[config.mk]
export PLATFORM = sky130hd
export DESIGN_NAME = framed_command_responder
export DESIGN_NICKNAME = d
export VERILOG_FILES = /design/src/fcr_pkg.sv /design/src/framed_command_responder.sv /design/src/fcr_front.sv /design/src/fcr_queue.sv /design/src/fcr_back.sv
export VERILOG_INCLUDE_DIRS = /design/src /design/src/src
export SDC_FILE = /design/constraint.sdc
export NUM_CORES = 1
export LEC_CHECK = 0
export ABC_CLOCK_PERIOD_IN_PS = 4200
export BUFFER_PORTS_ARGS = -buffer_cell sky130_fd_sc_hd__buf_2
export CAP_MARGIN = 10
export CORE_UTILIZATION = 39
export CTS_CLUSTER_SIZE = 40
export DETAILED_ROUTE_END_ITERATION = 7
export PLACE_DENSITY = 0.52
export RECOVER_POWER = 50
export SETUP_SLACK_MARGIN = 0.1
export SLEW_MARGIN = 20
export SYNTH_ARGS = -nofsm -noshare
export SYNTH_HDL_FRONTEND = slang
export SYNTH_HIERARCHICAL = 1
export SYNTH_SLANG_ARGS = --single-unit
[constraint.sdc]
create_clock -name clk -period 4.2 [get_ports clk]
set_input_delay 0.84 -clock clk [delete_from_list [all_inputs] [get_ports clk]]
set_output_delay 0.84 -clock clk [all_outputs]
set_load 0.01 [all_outputs]
[src/framed_command_responder_assert.svh]
// Assertion macros shared by the responder's modules.
`ifndef FRAMED_COMMAND_RESPONDER_ASSERT_SVH
`define FRAMED_COMMAND_RESPONDER_ASSERT_SVH

// Checks that the consequent holds in the same cycle as the antecedent.
`define FCR_ASSERT_SAME(lbl, ante, cons, msg) \
  lbl: assert property (@(posedge clk) disable iff (rst) (ante) |-> (cons)) \
    else $error(msg);

// Checks that the consequent holds in the cycle after the antecedent.
`define FCR_ASSERT_NEXT(lbl, ante, cons, msg) \
  lbl: assert property (@(posedge clk) disable iff (rst) (ante) |=> (cons)) \
    else $error(msg);

`endif

[src/fcr_pkg.sv]
// Types, codes and helper functions for the framed command responder.
package fcr_pkg;

  // Command and response codes carried in frames.
  localparam logic [7:0] CMD_HEART = 8'h48;
  localparam logic [7:0] CMD_FIRE  = 8'h46;
  localparam logic [7:0] CMD_INFO  = 8'h49;
  localparam logic [7:0] RSP_ACK   = 8'h41;
  localparam logic [7:0] RSP_NACK  = 8'h4E;

  // Frame geometry: five bytes, positions 0 to 4.
  localparam logic [2:0] POS_FIRST = 3'd0;
  localparam logic [2:0] POS_CMD   = 3'd1;
  localparam logic [2:0] POS_ARG1  = 3'd2;
  localparam logic [2:0] POS_ARG2  = 3'd3;
  localparam logic [2:0] POS_LAST  = 3'd4;

  // Configuration register indexes.
  localparam logic [1:0] REG_SYNC_BYTE     = 2'd0;
  localparam logic [1:0] REG_CHECKSUM_SEED = 2'd1;
  localparam logic [1:0] REG_TUBE_COUNT    = 2'd2;

  // Response queue depth, in frames.
  localparam int QUEUE_DEPTH = 2;
  localparam int QPTR_W      = $clog2(QUEUE_DEPTH);
  localparam int QCNT_W      = $clog2(QUEUE_DEPTH + 1);

  typedef struct packed {
    logic [7:0] rx_byte;
    logic       system_ready;
  } in_word_t;

  typedef struct packed {
    logic [7:0] tx_byte;
    logic       last_of_frame;
    logic       fire_request;
    logic [7:0] tube_index;
    logic       heartbeat_seen;
  } out_word_t;

  typedef struct packed {
    logic [7:0] sync_byte;
    logic [7:0] checksum_seed;
    logic [7:0] tube_count;
  } cfg_t;

  // One whole response frame, as decided by the front end.
  typedef struct packed {
    logic [7:0] sync_byte;
    logic [7:0] kind;
    logic [7:0] arg0;
    logic [7:0] arg1;
    logic [7:0] sum;
    logic       fire_request;
    logic [7:0] tube_index;
    logic       heartbeat_seen;
  } rsp_t;

  // One step of the shift-xor frame checksum.
  function automatic logic [7:0] fold(input logic [7:0] sum, input logic [7:0] b);
    fold = (sum >> 1) ^ b;
  endfunction

endpackage

[src/framed_command_responder.sv]
// Top level of the framed command responder.
// Received words are grouped five at a time into frames (start, command, two
// arguments, checksum) and every frame is answered with a five-word ack or
// nack frame. Both channels run at one word per clock unless stalled: the front
// end takes a word in every cycle it is ready. The first response word is
// written into the queue when the frame's checksum word is taken, then loaded
// into the output register, and the other four follow while out_ready stays
// high. A queue of two response frames sits between the front end and the
// output, so the input stalls only on a checksum word while that queue is
// full. Registers are written through cfg_write, cfg_index and cfg_data;
// index 3 is ignored.
module framed_command_responder (
  input  logic               clk,
  input  logic               rst,
  input  logic               cfg_write,
  input  logic [1:0]         cfg_index,
  input  logic [7:0]         cfg_data,
  input  logic               in_valid,
  output logic               in_ready,
  input  fcr_pkg::in_word_t  in_data,
  output logic               out_valid,
  input  logic               out_ready,
  output fcr_pkg::out_word_t out_data
);

  fcr_pkg::cfg_t cfg;
  logic          q_push;
  logic          q_full;
  logic          q_pop;
  logic          q_head_valid;
  fcr_pkg::rsp_t q_push_data;
  fcr_pkg::rsp_t q_head_data;

  // Configuration registers.
  always_ff @(posedge clk) begin
    if (rst) begin
      cfg <= '0;
    end else if (cfg_write) begin
      case (cfg_index)
        fcr_pkg::REG_SYNC_BYTE:     cfg.sync_byte     <= cfg_data;
        fcr_pkg::REG_CHECKSUM_SEED: cfg.checksum_seed <= cfg_data;
        fcr_pkg::REG_TUBE_COUNT:    cfg.tube_count    <= cfg_data;
        default: begin
        end
      endcase
    end
  end

  fcr_front u_front (
    .clk      (clk),
    .rst      (rst),
    .cfg      (cfg),
    .in_valid (in_valid),
    .in_ready (in_ready),
    .in_data  (in_data),
    .q_full   (q_full),
    .q_push   (q_push),
    .q_data   (q_push_data)
  );

  fcr_queue u_queue (
    .clk        (clk),
    .rst        (rst),
    .push       (q_push),
    .push_data  (q_push_data),
    .full       (q_full),
    .pop        (q_pop),
    .head_valid (q_head_valid),
    .head_data  (q_head_data)
  );

  fcr_back u_back (
    .clk        (clk),
    .rst        (rst),
    .head_valid (q_head_valid),
    .head_data  (q_head_data),
    .pop        (q_pop),
    .out_valid  (out_valid),
    .out_ready  (out_ready),
    .out_data   (out_data)
  );

endmodule

[src/fcr_front.sv]
// Front end: frames received words, checks them and queues the response.
module fcr_front (
  input  logic             clk,
  input  logic             rst,
  input  fcr_pkg::cfg_t    cfg,
  input  logic             in_valid,
  output logic             in_ready,
  input  fcr_pkg::in_word_t in_data,
  input  logic             q_full,
  output logic             q_push,
  output fcr_pkg::rsp_t    q_data
);

  logic [2:0] pos;
  logic [7:0] checksum;
  logic       header_ok;
  logic [7:0] command_code;
  logic [7:0] second_argument;
  logic       accept;
  logic       at_last;

  logic       good;
  logic       known;
  logic [7:0] sum_a;
  logic [7:0] sum_b;
  logic [7:0] sum_c;

  // Only the checksum word needs room in the queue.
  assign at_last  = (pos == fcr_pkg::POS_LAST);
  assign in_ready = !at_last || !q_full;
  assign accept   = in_valid && in_ready;
  assign q_push   = accept && at_last;

  // Frame position counter.
  always_ff @(posedge clk) begin
    if (rst) begin
      pos <= fcr_pkg::POS_FIRST;
    end else if (accept) begin
      pos <= at_last ? fcr_pkg::POS_FIRST : pos + 3'd1;
    end
  end

  // Header capture and running checksum.
  always_ff @(posedge clk) begin
    if (accept) begin
      case (pos)
        fcr_pkg::POS_FIRST: begin
          header_ok <= (in_data.rx_byte == cfg.sync_byte);
          checksum  <= fcr_pkg::fold(cfg.checksum_seed, in_data.rx_byte);
        end
        fcr_pkg::POS_CMD: begin
          command_code <= in_data.rx_byte;
          checksum     <= fcr_pkg::fold(checksum, in_data.rx_byte);
        end
        fcr_pkg::POS_ARG1: begin
          checksum <= fcr_pkg::fold(checksum, in_data.rx_byte);
        end
        fcr_pkg::POS_ARG2: begin
          second_argument <= in_data.rx_byte;
          checksum        <= fcr_pkg::fold(checksum, in_data.rx_byte);
        end
        default: begin
        end
      endcase
    end
  end

  // Classify the frame and build the response on its checksum word.
  always_comb begin
    good  = header_ok && (checksum == in_data.rx_byte);
    known = command_code inside {fcr_pkg::CMD_HEART, fcr_pkg::CMD_FIRE,
                                 fcr_pkg::CMD_INFO};
    q_data = '0;
    q_data.sync_byte = cfg.sync_byte;
    if (good && known) begin
      q_data.kind = fcr_pkg::RSP_ACK;
      q_data.arg0 = command_code;
      if (command_code == fcr_pkg::CMD_INFO && in_data.system_ready) begin
        q_data.arg1 = cfg.tube_count;
      end
      if (command_code == fcr_pkg::CMD_HEART) begin
        q_data.heartbeat_seen = 1'b1;
      end
      if (command_code == fcr_pkg::CMD_FIRE) begin
        q_data.fire_request = 1'b1;
        q_data.tube_index   = second_argument;
      end
    end else begin
      q_data.kind = fcr_pkg::RSP_NACK;
      q_data.arg0 = checksum;
      q_data.arg1 = in_data.rx_byte;
    end
    sum_a      = fcr_pkg::fold(cfg.checksum_seed, cfg.sync_byte);
    sum_b      = fcr_pkg::fold(sum_a, q_data.kind);
    sum_c      = fcr_pkg::fold(sum_b, q_data.arg0);
    q_data.sum = fcr_pkg::fold(sum_c, q_data.arg1);
  end

endmodule

[src/fcr_queue.sv]
// Short queue of response frames between the front and back ends.
`include "framed_command_responder_assert.svh"

module fcr_queue (
  input  logic          clk,
  input  logic          rst,
  input  logic          push,
  input  fcr_pkg::rsp_t push_data,
  output logic          full,
  input  logic          pop,
  output logic          head_valid,
  output fcr_pkg::rsp_t head_data
);

  localparam logic [fcr_pkg::QPTR_W-1:0] PTR_LAST =
    fcr_pkg::QPTR_W'(fcr_pkg::QUEUE_DEPTH - 1);
  localparam logic [fcr_pkg::QCNT_W-1:0] CNT_FULL =
    fcr_pkg::QCNT_W'(fcr_pkg::QUEUE_DEPTH);

  fcr_pkg::rsp_t                entries [fcr_pkg::QUEUE_DEPTH];
  logic [fcr_pkg::QPTR_W-1:0]   wr_ptr;
  logic [fcr_pkg::QPTR_W-1:0]   rd_ptr;
  logic [fcr_pkg::QCNT_W-1:0]   count;

  assign full       = (count == CNT_FULL);
  assign head_valid = (count != '0);
  assign head_data  = entries[rd_ptr];

  // Entry storage.
  always_ff @(posedge clk) begin
    if (push) begin
      entries[wr_ptr] <= push_data;
    end
  end

  // Pointers and fill count.
  always_ff @(posedge clk) begin
    if (rst) begin
      wr_ptr <= '0;
      rd_ptr <= '0;
      count  <= '0;
    end else begin
      if (push) begin
        wr_ptr <= (wr_ptr == PTR_LAST) ? '0 : wr_ptr + 1'b1;
      end
      if (pop) begin
        rd_ptr <= (rd_ptr == PTR_LAST) ? '0 : rd_ptr + 1'b1;
      end
      if (push && !pop) begin
        count <= count + 1'b1;
      end else if (pop && !push) begin
        count <= count - 1'b1;
      end
    end
  end

  `FCR_ASSERT_SAME(a_no_overflow, push, !full || pop, "push into a full response queue")
  `FCR_ASSERT_SAME(a_no_underflow, pop, head_valid, "pop from an empty response queue")
  `FCR_ASSERT_SAME(a_count_range, 1'b1, count <= CNT_FULL, "response queue count out of range")

endmodule

[src/fcr_back.sv]
// Back end: plays each queued response frame out as five words.
`include "framed_command_responder_assert.svh"

module fcr_back (
  input  logic               clk,
  input  logic               rst,
  input  logic               head_valid,
  input  fcr_pkg::rsp_t      head_data,
  output logic               pop,
  output logic               out_valid,
  input  logic               out_ready,
  output fcr_pkg::out_word_t out_data
);

  logic [2:0]         idx;
  logic               load;
  fcr_pkg::out_word_t word;

  assign load = head_valid && (!out_valid || out_ready);
  assign pop  = load && (idx == fcr_pkg::POS_LAST);

  // Select the word of the head frame at the current index.
  always_comb begin
    word = '0;
    case (idx)
      fcr_pkg::POS_FIRST: begin
        word.tx_byte        = head_data.sync_byte;
        word.fire_request   = head_data.fire_request;
        word.tube_index     = head_data.tube_index;
        word.heartbeat_seen = head_data.heartbeat_seen;
      end
      fcr_pkg::POS_CMD:  word.tx_byte = head_data.kind;
      fcr_pkg::POS_ARG1: word.tx_byte = head_data.arg0;
      fcr_pkg::POS_ARG2: word.tx_byte = head_data.arg1;
      fcr_pkg::POS_LAST: begin
        word.tx_byte       = head_data.sum;
        word.last_of_frame = 1'b1;
      end
      default: word = '0;
    endcase
  end

  // Word index within the frame being sent.
  always_ff @(posedge clk) begin
    if (rst) begin
      idx <= fcr_pkg::POS_FIRST;
    end else if (load) begin
      idx <= (idx == fcr_pkg::POS_LAST) ? fcr_pkg::POS_FIRST : idx + 3'd1;
    end
  end

  // Output register.
  always_ff @(posedge clk) begin
    if (rst) begin
      out_valid <= 1'b0;
    end else if (load) begin
      out_valid <= 1'b1;
    end else if (out_ready) begin
      out_valid <= 1'b0;
    end
  end

  always_ff @(posedge clk) begin
    if (load) begin
      out_data <= word;
    end
  end

  `FCR_ASSERT_SAME(a_last_wraps, out_valid && out_data.last_of_frame,
    idx == fcr_pkg::POS_FIRST, "last word shown without index wrap")
  `FCR_ASSERT_SAME(a_flags_first, out_valid && (out_data.fire_request || out_data.heartbeat_seen),
    idx == fcr_pkg::POS_CMD, "flags shown on a word other than the first")

endmodule
==> results.tsv <==
metric	value	unit
endpoint_kind	flip-flop	
via_per_inst	5.05	
cap_violations	1	
layout.nets	629	
ioPinCount	45	
drt-total-wl	16300	um
postLayoutCoreUtil	0.450	
yosysWarnings	6	
cts_tree	yes	
worst_ir_drop_vdd	0.263	mV
layout-drive-gt1-share	0.183	
p_per_area	446	mW/mm^2
num_rows	51	
cts-hold-fix-buffers	0	
antenna_found_initial	0	
total_leakage_power	0.00306	uW
syn_area	0.00798	sq mm
grt_max_degree	51	
clockBufferDepth	2	
routed-via-count	4407	
avgSynthCellArea	14.1	sq um
cts_setup_buffers	0	
cts_sinks	179	
dp_slack	1.42	ns
max_freq	0.339	GHz
grt_overflow	0	
fin_skew	0.0121	ns
place_congestion	0.880	
dieWidth	145	um
cts_inserted_buffers	17	
antenna_cells	0	
portBuffers	44	
slew_viol_final	20	
die_area	0.0210	sq mm
layout-area-overhead-vs-synth	11.4	%
relSlewSlack	-0.155	
layout_setup_ws	1.25	ns
timing.final.crit_share	0.702	
clk_latency	0.44	ns
ctsHtreeMaxLevel	4	
worst_pin_slew	1.73	ns
drtAntennaViolNets	0	
core-area	0.0198	sq mm
crit_arrival	3.13	ns
fin_crit	2.95	ns
root_buffer	clkbuf_16	
setup_viol	0	
hp-class	flip-flop to flip-flop	
die_height	145	um
total_power	3970	uW
grt_pass1_wl	25500	um
drtIter0Drc	341	
grt_setup_unrepaired	false	
cp-start-kind	primary input	
violations	capacitance limit, slew limit	
drt_pass1_iterations	7	
setup_tns	0	ns
post_drt_wl_per_cell	18.7	um
critical_path_class	primary input to flip-flop	
cp_data_required_time	4.38	ns
cp_max_fo	12	
grt_pass1_vias	4493	
track_usage	0.163	
place.detailed.hpwl	11300	um
clk_pin_slew	0.07	ns
initial_core_util	0.404	
cts_resized	0	
drc	0	
netlist_instances	567	
status	complete, but fails checks	
hold_viol	0	
==> sequential cells by signal (all words and copies together), names as in the netlist, named ones only <==
signal,count
cfg,23
u_back/idx,3
u_back/out_data,19
u_back/out_valid,1
u_front/checksum,8
u_front/command_code,8
u_front/header_ok,1
u_front/pos,3
u_front/second_argument,8
u_queue/count,2
u_queue/entries,100
u_queue/rd_ptr,1
u_queue/wr_ptr,1
==> routing by layer <==
layer  track usage  share of wire  vias up
met2         0.266           0.48      105
met1         0.209           0.47     2189
li1              -              -     2089
met5             0              0        -
met4        0.0684          0.021        0
met3        0.0346          0.035       24
==> worst paths after layout <==
kind / end / cells past startpoint / from / slack (ns)
setup / recovery: u_queue/entries[1][10]$_DFFE_PP_ / 7 / in_data[5] / 1.25
hold / removal: cfg[9]$_SDFFE_PP0P_ / 2 / cfg[9]$_SDFFE_PP0P_ / 0.48
setup reg to reg: u_queue/entries[1][10]$_DFFE_PP_ / 6 / u_front/checksum[4]$_DFFE_PP_ / 1.51
hold reg to reg: cfg[9]$_SDFFE_PP0P_ / 2 / cfg[9]$_SDFFE_PP0P_ / 0.48
==> final cells by class <==
cell class,instances,area (sq um)
Clock buffer,17,425
Clock inverter,15,228
Fill cell,1817,10900
Inverter,11,42.5
Multi-Input combinational cell,335,2620
Sequential cell,179,5030
Tap cell,265,332
Timing Repair Buffer,50,220
==> cells in the final DEF, fill, tap and decap left out, types with 7 or more instances in the layout <==
master and instances:
buf_2 14, mux2i_1 35, xnor2_1 33, a22oi_1 8, dfxtp_1 34, nor2_1 17
o21ai_0 14, inv_1 10, a222oi_1 8, a21oi_1 13, ha_1 11, xor2_1 7
clkbuf_16 17, and2_0 16, nand2b_1 33, nand2_1 26, clkbuf_1 32, mux2_2 47
and2_1 8, nand3_1 9, edfxtp_1 144
==> power breakdown <==
group          switching, uW  leakage, uW  internal [uW]
Sequential              38.9      0.00161           1960
Combinational            120      0.00113           91.3
Clock                    696     0.000320           1060
Total                    855      0.00306           3110
==> through the flow <==
| stage | cell area (sq um) | cells | hold WS [ns] |
|---|---|---|---|
| final | 8900 | 872 | 0.485 |
| after global routing | 8900 | 872 | 0.512 |
| after CTS | 8960 | 872 | 0.495 |
| after detailed placement | 8310 | 840 | 0.481 |
| after global placement | 8310 | 840 | 0.472 |
| after floorplan | 7990 | 569 | 0.448 |
==> worst max-delay path: stages <==
cell and delay [ns]:
clkbuf_1 0.40, xnor2_2 0.16, nand4_1 0.20, nor4_1 0.36, clkbuf_1 0.53, mux2i_1 0.20
xnor2_1 0.42
(Power assumes the default switching activity.)
